## config.mk

```make
export PLATFORM = sky130hd
export DESIGN_NAME = api_frame_receiver_pairing_top_flat
export DESIGN_NICKNAME = d
export VERILOG_FILES = /design/src/design/afrp_pkg.sv /design/src/design/afrp_rx_if.sv /design/src/design/afrp_event_if.sv /design/src/design/api_frame_receiver_pairing_top.sv /design/src/flat_wrapper.sv
export SDC_FILE = /design/constraint.sdc
export NUM_CORES = 1
export LEC_CHECK = 0
export ABC_AREA = 1
export BUFFER_PORTS_ARGS = -buffer_cell sky130_fd_sc_hd__buf_4
export CAP_MARGIN = 20
export CELL_PAD_IN_SITES_DETAIL_PLACEMENT = 0
export CELL_PAD_IN_SITES_GLOBAL_PLACEMENT = 1
export CORE_ASPECT_RATIO = 0.6
export CORE_UTILIZATION = 50
export CTS_BUF_LIST = sky130_fd_sc_hd__clkbuf_4
export DETAILED_ROUTE_END_ITERATION = 16
export PLACE_DENSITY = 0.95
export SETUP_SLACK_MARGIN = 0.1
export SYNTH_ARGS = -nofsm -noshare
export SYNTH_HDL_FRONTEND = slang
export SYNTH_SLANG_ARGS = --single-unit
```

## constraint.sdc

```tcl
create_clock -name clk -period 12.7 [get_ports clk]
set_clock_uncertainty 0.15 [all_clocks]
set_input_delay 1.27 -clock clk [delete_from_list [all_inputs] [get_ports clk]]
set_output_delay 1.27 -clock clk [all_outputs]
set_load 0.1 [all_outputs]
```

## src/design/afrp_pkg.sv

```systemverilog
// Package for the API frame receiver with controller pairing.
// Holds the shared constants, register and event codes and the result type.
// Used by the top level, the checker and the testbench; depends on nothing.
`default_nettype none

package afrp_pkg;

    localparam int FRAME_BYTES_DEF = 13;
    localparam int ADDR_W          = 4;
    localparam int DATA_W          = 32;

    localparam logic [7:0]  START_BYTE       = 8'h7E;
    localparam logic [15:0] UNSET_ADDR       = 16'hFFFF;
    localparam logic [7:0]  FIELD_RESET      = 8'hFF;
    localparam logic [7:0]  BUTTONS_RELEASED = 8'h00;
    localparam logic [16:0] OVERHEAD         = 17'd4;

    localparam logic [15:0] TIMEOUT_RESET  = 16'd4000;
    localparam logic [7:0]  JOY_IDLE_RESET = 8'h7F;
    localparam logic [7:0]  TYPE_RESET     = 8'h81;

    localparam logic [7:0] STATUS_DRIVE  = 8'd0;
    localparam logic [7:0] STATUS_CHARGE = 8'd1;
    localparam logic [7:0] STATUS_PAIR   = 8'd2;

    typedef enum logic [1:0] {
        REG_TIMEOUT    = 2'd0,
        REG_JOY_IDLE   = 2'd1,
        REG_FRAME_TYPE = 2'd2
    } reg_index_t;

    typedef enum logic [2:0] {
        EV_IGNORED  = 3'd0,
        EV_IDLE     = 3'd1,
        EV_COMMAND  = 3'd2,
        EV_DUMP     = 3'd3,
        EV_CHARGE   = 3'd4,
        EV_PAIRED   = 3'd5,
        EV_UNPAIRED = 3'd6
    } event_code_t;

    typedef enum logic [1:0] {
        FS_OK       = 2'd0,
        FS_CHECKSUM = 2'd1,
        FS_BAD_TYPE = 2'd2,
        FS_TIMEOUT  = 2'd3
    } frame_status_t;

    typedef struct packed {
        event_code_t   event_code;
        frame_status_t frame_status;
        logic          paired;
        logic [15:0]   source_address;
        logic [7:0]    status_value;
        logic [7:0]    joystick_one;
        logic [7:0]    joystick_two;
        logic [7:0]    buttons;
    } result_t;

endpackage

`default_nettype wire

```

## src/design/afrp_rx_if.sv

```systemverilog
// Stream interface for received bytes and timer ticks.
// Carries valid, ready and the cmd and rx_byte payload; no dependencies.
`default_nettype none

interface afrp_rx_if;
    logic       valid;
    logic       ready;
    logic       cmd;
    logic [7:0] rx_byte;

    modport source (output valid, output cmd, output rx_byte, input ready);
    modport sink   (input valid, input cmd, input rx_byte, output ready);
endinterface

`default_nettype wire

```

## src/design/afrp_event_if.sv

```systemverilog
// Stream interface for frame and timeout events.
// Carries valid, ready and the event payload; no dependencies.
`default_nettype none

interface afrp_event_if;
    logic        valid;
    logic        ready;
    logic [2:0]  event_code;
    logic [1:0]  frame_status;
    logic        paired;
    logic [15:0] source_address;
    logic [7:0]  status_value;
    logic [7:0]  joystick_one;
    logic [7:0]  joystick_two;
    logic [7:0]  buttons;

    modport source (output valid, output event_code, output frame_status, output paired,
                    output source_address, output status_value, output joystick_one,
                    output joystick_two, output buttons, input ready);
    modport sink   (input valid, input event_code, input frame_status, input paired,
                    input source_address, input status_value, input joystick_one,
                    input joystick_two, input buttons, output ready);
endinterface

`default_nettype wire

```

## src/design/api_frame_receiver_pairing_top.sv

```systemverilog
// Top level of the API frame receiver with controller pairing.
// Depends on afrp_pkg, afrp_rx_if and afrp_event_if.
//
// Channel     Direction  Transfer contents
// rx_chan     in         cmd (byte or tick), rx_byte
// event_chan  out        event, frame status, pairing flag, address and fields
// apb         in/out     timeout, joystick idle value, accepted frame type
//
// One item is taken per cycle while rx_chan.ready holds; results are registered.
// All frame state is held in flip-flops and updated in the cycle of the transfer.
// A two-entry output buffer lets input continue while a result is stalled;
// rx_chan.ready falls only while both entries are full.
// Async reset sets all but out_reg and skid_reg to start values at once.
`default_nettype none

module api_frame_receiver_pairing_top
    import afrp_pkg::*;
#(
    parameter int FRAME_BYTES = FRAME_BYTES_DEF
) (
    input  wire                clk,
    input  wire                rst_n,
    afrp_rx_if.sink            rx_chan,
    afrp_event_if.source       event_chan,
    input  wire                psel,
    input  wire                penable,
    input  wire                pwrite,
    input  wire [ADDR_W-1:0]   paddr,
    input  wire [DATA_W-1:0]   pwdata,
    output logic [DATA_W-1:0]  prdata,
    output logic               pready
);

    logic [15:0] timeout_reg;
    logic [7:0]  joy_idle_reg;
    logic [7:0]  frame_type_reg;

    logic        in_frame_reg, in_frame_next;
    logic [3:0]  byte_index_reg, byte_index_next;
    logic [16:0] frame_length_reg, frame_length_next;
    logic [7:0]  running_sum_reg, running_sum_next;
    logic [7:0]  store_reg [FRAME_BYTES];
    logic [7:0]  store_next [FRAME_BYTES];
    logic        pair_reg, pair_next;
    logic [15:0] partner_reg, partner_next;
    logic [7:0]  status_value_reg, status_value_next;
    logic [7:0]  joy_one_reg, joy_one_next;
    logic [7:0]  joy_two_reg, joy_two_next;
    logic [7:0]  button_reg, button_next;
    logic [15:0] silence_reg, silence_next;
    logic        armed_reg, armed_next;

    logic        out_valid_reg, out_valid_next;
    result_t     out_reg, out_next;
    logic        skid_valid_reg, skid_valid_next;
    result_t     skid_reg, skid_next;

    logic        accept;
    logic        res_valid;
    result_t     res;
    logic [4:0]  n;
    logic [16:0] length_now;
    logic [15:0] silence_inc;
    logic [7:0]  calc_sum;
    event_code_t ev;
    reg_index_t  wr_index;
    logic        cfg_write;

    assign pready    = 1'b1;
    assign wr_index  = reg_index_t'(paddr[3:2]);
    assign cfg_write = psel && penable && pwrite;

    always_comb
    begin
        case (wr_index)
            REG_TIMEOUT:    prdata = {16'd0, timeout_reg};
            REG_JOY_IDLE:   prdata = {24'd0, joy_idle_reg};
            REG_FRAME_TYPE: prdata = {24'd0, frame_type_reg};
            default:        prdata = '0;
        endcase
    end

    always_ff @(posedge clk or negedge rst_n)
    begin
        if (!rst_n)
        begin
            timeout_reg    <= TIMEOUT_RESET;
            joy_idle_reg   <= JOY_IDLE_RESET;
            frame_type_reg <= TYPE_RESET;
        end
        else if (cfg_write)
        begin
            case (wr_index)
                REG_TIMEOUT:    timeout_reg    <= pwdata[15:0];
                REG_JOY_IDLE:   joy_idle_reg   <= pwdata[7:0];
                REG_FRAME_TYPE: frame_type_reg <= pwdata[7:0];
                default:        ;
            endcase
        end
    end

    assign rx_chan.ready = !skid_valid_reg;
    assign accept        = rx_chan.valid && rx_chan.ready;

    always_comb
    begin
        in_frame_next     = in_frame_reg;
        byte_index_next   = byte_index_reg;
        frame_length_next = frame_length_reg;
        running_sum_next  = running_sum_reg;
        store_next        = store_reg;
        pair_next         = pair_reg;
        partner_next      = partner_reg;
        status_value_next = status_value_reg;
        joy_one_next      = joy_one_reg;
        joy_two_next      = joy_two_reg;
        button_next       = button_reg;
        silence_next      = silence_reg;
        armed_next        = armed_reg;
        res_valid         = 1'b0;
        res               = '0;
        ev                = EV_IGNORED;

        n           = {1'b0, byte_index_reg} + 5'd1;
        length_now  = (n == 5'd3) ? OVERHEAD + {1'b0, store_reg[1], rx_chan.rx_byte}
                                  : frame_length_reg;
        silence_inc = (silence_reg == 16'hFFFF) ? silence_reg : silence_reg + 16'd1;
        calc_sum    = 8'hFF - running_sum_reg;

        if (accept)
        begin
            if (rx_chan.cmd)
            begin
                if (armed_reg)
                begin
                    if (silence_inc < timeout_reg)
                    begin
                        silence_next = silence_inc;
                    end
                    else
                    begin
                        armed_next        = 1'b0;
                        silence_next      = '0;
                        pair_next         = 1'b0;
                        partner_next      = UNSET_ADDR;
                        status_value_next = FIELD_RESET;
                        joy_one_next      = FIELD_RESET;
                        joy_two_next      = FIELD_RESET;
                        button_next       = FIELD_RESET;
                        res_valid         = 1'b1;
                        res.event_code    = EV_UNPAIRED;
                        res.frame_status  = FS_TIMEOUT;
                    end
                end
            end
            else if (!in_frame_reg)
            begin
                if (rx_chan.rx_byte == START_BYTE && byte_index_reg == 4'd0)
                begin
                    store_next[0]    = rx_chan.rx_byte;
                    byte_index_next  = 4'd1;
                    running_sum_next = '0;
                    in_frame_next    = 1'b1;
                end
            end
            else
            begin
                for (int i = 0; i < FRAME_BYTES; i++)
                begin
                    if (byte_index_reg == 4'(i))
                    begin
                        store_next[i] = rx_chan.rx_byte;
                    end
                end
                frame_length_next = length_now;
                if (n > 5'(FRAME_BYTES))
                begin
                    in_frame_next   = 1'b0;
                    byte_index_next = '0;
                end
                else if ({12'd0, n} == length_now)
                begin
                    in_frame_next   = 1'b0;
                    byte_index_next = '0;
                    silence_next    = '0;
                    armed_next      = 1'b1;
                    if (calc_sum != rx_chan.rx_byte)
                    begin
                        res.frame_status = FS_CHECKSUM;
                    end
                    else if (store_next[3] != frame_type_reg)
                    begin
                        res.frame_status = FS_BAD_TYPE;
                    end
                    else
                    begin
                        res.frame_status = FS_OK;
                        if (partner_reg == UNSET_ADDR)
                        begin
                            partner_next = {store_next[4], store_next[5]};
                        end
                        status_value_next = store_next[8];
                        joy_one_next      = store_next[9];
                        joy_two_next      = store_next[10];
                        button_next       = store_next[11];
                    end

                    case (status_value_next)
                        STATUS_DRIVE:
                        begin
                            if (!pair_reg)
                                ev = EV_IGNORED;
                            else if (button_next == BUTTONS_RELEASED
                                     && joy_one_next == joy_idle_reg
                                     && joy_two_next == joy_idle_reg)
                                ev = EV_IDLE;
                            else if (button_next[0])
                                ev = EV_DUMP;
                            else
                                ev = EV_COMMAND;
                        end
                        STATUS_CHARGE:
                        begin
                            ev = pair_reg ? EV_CHARGE : EV_IGNORED;
                        end
                        STATUS_PAIR:
                        begin
                            if (pair_reg)
                            begin
                                ev = EV_IGNORED;
                            end
                            else
                            begin
                                ev        = EV_PAIRED;
                                pair_next = 1'b1;
                            end
                        end
                        default:
                        begin
                            ev = EV_IGNORED;
                        end
                    endcase
                    res_valid      = 1'b1;
                    res.event_code = ev;
                end
                else
                begin
                    if (byte_index_reg >= 4'd3)
                    begin
                        running_sum_next = running_sum_reg + rx_chan.rx_byte;
                    end
                    byte_index_next = n[3:0];
                end
            end
        end

        res.paired         = pair_next;
        res.source_address = partner_next;
        res.status_value   = status_value_next;
        res.joystick_one   = joy_one_next;
        res.joystick_two   = joy_two_next;
        res.buttons        = button_next;
    end

    always_comb
    begin
        out_valid_next  = out_valid_reg;
        out_next        = out_reg;
        skid_valid_next = skid_valid_reg;
        skid_next       = skid_reg;
        if (!out_valid_reg || event_chan.ready)
        begin
            if (skid_valid_reg)
            begin
                out_valid_next  = 1'b1;
                out_next        = skid_reg;
                skid_valid_next = 1'b0;
            end
            else
            begin
                out_valid_next = res_valid;
                out_next       = res;
            end
        end
        else if (res_valid)
        begin
            skid_valid_next = 1'b1;
            skid_next       = res;
        end
    end

    always_ff @(posedge clk or negedge rst_n)
    begin
        if (!rst_n)
        begin
            in_frame_reg     <= 1'b0;
            byte_index_reg   <= '0;
            frame_length_reg <= '0;
            running_sum_reg  <= '0;
            for (int i = 0; i < FRAME_BYTES; i++)
            begin
                store_reg[i] <= '0;
            end
            pair_reg         <= 1'b0;
            partner_reg      <= UNSET_ADDR;
            status_value_reg <= FIELD_RESET;
            joy_one_reg      <= FIELD_RESET;
            joy_two_reg      <= FIELD_RESET;
            button_reg       <= FIELD_RESET;
            silence_reg      <= '0;
            armed_reg        <= 1'b1;
            out_valid_reg    <= 1'b0;
            skid_valid_reg   <= 1'b0;
        end
        else
        begin
            in_frame_reg     <= in_frame_next;
            byte_index_reg   <= byte_index_next;
            frame_length_reg <= frame_length_next;
            running_sum_reg  <= running_sum_next;
            store_reg        <= store_next;
            pair_reg         <= pair_next;
            partner_reg      <= partner_next;
            status_value_reg <= status_value_next;
            joy_one_reg      <= joy_one_next;
            joy_two_reg      <= joy_two_next;
            button_reg       <= button_next;
            silence_reg      <= silence_next;
            armed_reg        <= armed_next;
            out_valid_reg    <= out_valid_next;
            skid_valid_reg   <= skid_valid_next;
        end
    end

    always_ff @(posedge clk)
    begin
        out_reg  <= out_next;
        skid_reg <= skid_next;
    end

    assign event_chan.valid          = out_valid_reg;
    assign event_chan.event_code     = out_reg.event_code;
    assign event_chan.frame_status   = out_reg.frame_status;
    assign event_chan.paired         = out_reg.paired;
    assign event_chan.source_address = out_reg.source_address;
    assign event_chan.status_value   = out_reg.status_value;
    assign event_chan.joystick_one   = out_reg.joystick_one;
    assign event_chan.joystick_two   = out_reg.joystick_two;
    assign event_chan.buttons        = out_reg.buttons;

endmodule

`default_nettype wire

```

## src/flat_wrapper.sv

```systemverilog
// flat-port wrapper written by rule: the top's interface ports become plain ports
module api_frame_receiver_pairing_top_flat import afrp_pkg::*;
#(
    parameter int FRAME_BYTES = FRAME_BYTES_DEF
)
  (clk, rst_n, psel, penable, pwrite, paddr, pwdata, prdata, pready, rx_chan_valid, rx_chan_cmd, rx_chan_rx_byte, rx_chan_ready, event_chan_valid, event_chan_event_code, event_chan_frame_status, event_chan_paired, event_chan_source_address, event_chan_status_value, event_chan_joystick_one, event_chan_joystick_two, event_chan_buttons, event_chan_ready);
  afrp_rx_if rx_chan_i ();
  afrp_event_if event_chan_i ();
  input  wire clk;
  input  wire rst_n;
  input  wire psel;
  input  wire penable;
  input  wire pwrite;
  input  wire [ADDR_W-1:0] paddr;
  input  wire [DATA_W-1:0] pwdata;
  output logic [DATA_W-1:0] prdata;
  output logic pready;
  input wire logic [$bits(rx_chan_i.valid)-1:0] rx_chan_valid;
  input wire logic [$bits(rx_chan_i.cmd)-1:0] rx_chan_cmd;
  input wire logic [$bits(rx_chan_i.rx_byte)-1:0] rx_chan_rx_byte;
  output wire logic [$bits(rx_chan_i.ready)-1:0] rx_chan_ready;
  output wire logic [$bits(event_chan_i.valid)-1:0] event_chan_valid;
  output wire logic [$bits(event_chan_i.event_code)-1:0] event_chan_event_code;
  output wire logic [$bits(event_chan_i.frame_status)-1:0] event_chan_frame_status;
  output wire logic [$bits(event_chan_i.paired)-1:0] event_chan_paired;
  output wire logic [$bits(event_chan_i.source_address)-1:0] event_chan_source_address;
  output wire logic [$bits(event_chan_i.status_value)-1:0] event_chan_status_value;
  output wire logic [$bits(event_chan_i.joystick_one)-1:0] event_chan_joystick_one;
  output wire logic [$bits(event_chan_i.joystick_two)-1:0] event_chan_joystick_two;
  output wire logic [$bits(event_chan_i.buttons)-1:0] event_chan_buttons;
  input wire logic [$bits(event_chan_i.ready)-1:0] event_chan_ready;
  assign rx_chan_i.valid = rx_chan_valid;
  assign rx_chan_i.cmd = rx_chan_cmd;
  assign rx_chan_i.rx_byte = rx_chan_rx_byte;
  assign rx_chan_ready = rx_chan_i.ready;
  assign event_chan_valid = event_chan_i.valid;
  assign event_chan_event_code = event_chan_i.event_code;
  assign event_chan_frame_status = event_chan_i.frame_status;
  assign event_chan_paired = event_chan_i.paired;
  assign event_chan_source_address = event_chan_i.source_address;
  assign event_chan_status_value = event_chan_i.status_value;
  assign event_chan_joystick_one = event_chan_i.joystick_one;
  assign event_chan_joystick_two = event_chan_i.joystick_two;
  assign event_chan_buttons = event_chan_i.buttons;
  assign event_chan_i.ready = event_chan_ready;
  api_frame_receiver_pairing_top #(.FRAME_BYTES(FRAME_BYTES)) u_core (.clk(clk), .rst_n(rst_n), .rx_chan(rx_chan_i), .event_chan(event_chan_i), .psel(psel), .penable(penable), .pwrite(pwrite), .paddr(paddr), .pwdata(pwdata), .prdata(prdata), .pready(pready));
endmodule
```

==> impl_metrics.env <==
export IMPL_yosysUniqueCellTypes=56
export IMPL_synthArstFlopShare_pct=64.2
export IMPL_hpwl_mm=31.8
export IMPL_yosysTopAreaCell="dfrtp_1"
export IMPL_grt_first_pass_wirelength_mm=73.9
export IMPL_rr_endpoint="u_core.event_chan.joystick_two[6]"
export IMPL_wl_met2_mm=19.2
export IMPL_grt_pass1_vias=14000
export IMPL_drv_cap=0
export IMPL_clock_sinks=302
export IMPL_cp_slowest_cell="nand2_1"
export IMPL_ant_nets=0
export IMPL_crit_buf_inv=4
export IMPL_clkTransAtPathRegs_ps=80
export IMPL_worst_pin_slew_ps=1160
export IMPL_slew_headroom_pct=22.2
export IMPL_fill_cells=3008
export IMPL_crit_fanout=27
export IMPL_tns_ps=0
export IMPL_drc_errors=0
export IMPL_yosys_warnings=0
export IMPL_worst_path_stages=26
export IMPL_hold_class="reg -> reg"
export IMPL_antenna_found_initial=2
export IMPL_coreArea_sq_um=32900
export IMPL_reg2reg_depth=26
export IMPL_crit_path_end_kind="flip-flop"
export IMPL_path_class="reg -> reg"
export IMPL_vias_per_cell=5.43
export IMPL_grt_overflow=0
export IMPL_ir_worst_vdd_v=0.0000733
export IMPL_hold_ws_ps=324
export IMPL_wl_mm=46.3
export IMPL_fmax_mhz=182
export IMPL_hold_viol_final=0
export IMPL_cp_start_kind="flip-flop"
export IMPL_ios=141
export IMPL_power_switching_mw=1.35
export IMPL_slowest_delay_ps=630
export IMPL_die_y_um=144
export IMPL_cts_buffers=77
export IMPL_ys_seq_area_share_pct=48.4
export IMPL_setup_worst_path_start="u_core.silence_reg[0]"
export IMPL_drt_first_pass_iters=5
export IMPL_drive_above_1_share_pct=16.9
export IMPL_synth_main_ff_cell="dfrtp_1"
export IMPL_clockRootBuffer="clkbuf_4"
export IMPL_die_w_um=239
export IMPL_synth_edf_count=108
export IMPL_p_int_mw=2.02
export IMPL_power_share_clock_pct=27.2
export IMPL_largest_reg_flops=64
export IMPL_port_buffers=105
export IMPL_wl_met3_mm=4.39
export IMPL_seqCellArea_sq_um=8180
export IMPL_layout_nets=2327
export IMPL_yosysTopAreaCellShare_pct=19.3
export IMPL_synth_area_leaders="dfrtp_1 (19%), edfxtp_1 (19%), nand2_1 (17%), dfstp_2 (10%), inv_1 (5.5%)"
export IMPL_clk_path_buf_depth=3
export IMPL_synth_seq_cells=302
export IMPL_multi_input_area_sq_um=7210
export IMPL_initial_core_util_pct=51.4
export IMPL_final_common_cell="nand2_1"
export IMPL_setup_viol=0
export IMPL_instances_no_fill=2759
export IMPL_cpMostUsedCell="nand2_1"
export IMPL_r2r_start="u_core.silence_reg[0]"
export IMPL_power_density_nw_per_um2=178
export IMPL_post_drt_wl_per_cell_um=16.8
export IMPL_crit_required_ps=13060
export IMPL_netlist_area_sq_um=16900
export IMPL_grt_use_total_pct=27.6
export IMPL_clk_latency_ps=810
export IMPL_dp_cells=2615
export IMPL_cts_setup_buffers=0
export IMPL_seqPwrFrac_pct=39.3
export IMPL_min_period_ps=5480
export IMPL_slew_viol_final=0
export IMPL_first_iter_violations=1499
export IMPL_rsz0062_at_grt="no"
export IMPL_min_period_over_period_pct=43.2
export IMPL_netlist_instances=2136
export IMPL_cp_top_family="simple AND/OR/NAND/NOR gates"
export IMPL_vias=15000
export IMPL_postCtsHoldBufs=0
export IMPL_highest_layer="met4"
export IMPL_syn_avg_cell_area_sq_um=7.91
export IMPL_switching_share_pct=40.1
export IMPL_layout_common_cells="nand2_1 (753), inv_1 (245), nand3_1 (179)"
export IMPL_drt_met1_wl_mm=21.7
export IMPL_crit_arrival_ps=5840
export IMPL_cts_tree="done"
export IMPL_r2r_slack_ps=7220
export IMPL_crit_end="u_core.event_chan.joystick_two[6]"
export IMPL_gp_congestion=0.895
export IMPL_dieArea_sq_um=34500
export IMPL_h_tree_depth=3
export IMPL_syn_to_final_growth_pct=12.0
export IMPL_p_comb_share_pct=33.5
export IMPL_grt_max_degree=94
export IMPL_status="finished clean"
export IMPL_num_rows=51
export IMPL_cts_resized=0
export IMPL_p_leak_nw=9.46
==> routing by layer <==
layer  track usage, %  up-vias
li1                 -     7157
met2             39.2      622
met1             41.4     7126
met5                0        -
met4             8.60        0
met3             6.28       84
==> worst reg2reg max path, stage by stage (launching register included) <==
cell	delay, ps
dfrtp_1	440
ha_1	260
nand3_1	150
nor2_1	110
nand2_1	70
inv_1	50
nand2_1	120
inv_1	130
nor3_1	270
inv_1	70
nor3_1	210
a21oi_1	100
a21oi_1	290
ha_1	320
nand2_1	90
nor2_1	50
a211oi_1	190
nand2_1	120
nand2_1	70
nand2_1	90
nand2_1	270
nand2_1	80
nand2_1	630
buf_4	470
nand2_1	140
nand3_1	120
nand2_1	120
==> stage by stage <==
stage / total power [mW] / utilization (%) / setup WS (ps) / area (sq um)
2_1_floorplan: 2.21 / - / 6710 / 16900
3_3_place_gp: 2.41 / 54.2 / 7200 / 17800
3_5_place_dp: 2.45 / 54.2 / 7170 / 17800
4_1_cts: 3.38 / 57.5 / 7380 / 18900
5_1_grt: 3.59 / 57.5 / 6790 / 18900
6_report: 3.37 / 57.5 / 7220 / 18900
==> Yosys cell counts (3+ instances only) <==
| cell | instances |
|---|---|
| dfstp_2 | 64 |
| nor3_1 | 22 |
| inv_2 | 6 |
| nand4_1 | 67 |
| buf_2 | 17 |
| buf_1 | 7 |
| dfrtp_1 | 130 |
| nor2_4 | 4 |
| edfxtp_1 | 108 |
| a31oi_1 | 9 |
| nand2_1 | 753 |
| o21ai_1 | 13 |
| nor2_2 | 8 |
| buf_6 | 15 |
| nor4_1 | 5 |
| nand3_1 | 179 |
| xnor2_1 | 4 |
| ha_1 | 29 |
| xor2_1 | 16 |
| o21ai_2 | 22 |
| o221ai_1 | 8 |
| and2_1 | 3 |
| nor2_1 | 101 |
| o211ai_1 | 4 |
| buf_4 | 23 |
| o21ai_0 | 138 |
| nand3_2 | 5 |
| nand2_2 | 7 |
| inv_1 | 247 |
| clkbuf_1 | 44 |
| a21oi_1 | 37 |
| nand3b_1 | 7 |
==> cell families after synthesis <==
| kind of cell | after synthesis | share of synthesized area [%] |
|---|---|---|
| compound gates | 245 | 8.51 |
| xor+xnor | 22 | 1.23 |
| fa+ha+maj | 30 | 2.27 |
| buf+inv | 362 | 9.36 |
| flops | 302 | 48.4 |
| other cells | 2 | 0.0445 |
| simple gates | 1173 | 30.2 |
==> power by group through the flow <==
stage                     registers, mW  logic, mW  clock network [mW]
after detailed placement           1.34       1.12                   0
after floorplan                    1.43      0.778                   0
after global placement             1.33       1.09                   0
after CTS                          1.32       1.12               0.936
final                              1.32       1.13               0.918
after global routing               1.34       1.26               0.987
==> worst min-delay path by stage <==
stage	start	end	depth (start not counted)	slack [ps]
floorplan	u_core.store_reg[10]	u_core.store_reg[10]	2	290
global placement	u_core.store_reg[32]	u_core.store_reg[32]	2	300
detailed placement	u_core.store_reg[10]	u_core.store_reg[10]	2	310
CTS	u_core.store_reg[10]	u_core.store_reg[10]	2	330
global route	u_core.store_reg[36]	u_core.store_reg[36]	2	340
finish	u_core.store_reg[39]	u_core.store_reg[39]	2	320
==> cell type report <==
cell class              count  share of cell area (%)
well taps                 450                    2.98
repair buffers            121                    4.84
multi-input cells        1487                    38.2
clock inverters            23                    1.06
flip-flops and latches    302                    43.3
clock buffers             115                    4.57
inverters                 256                    5.09
diodes                      5                  0.0662
Note: power is estimated with default switching activity, not from simulation.
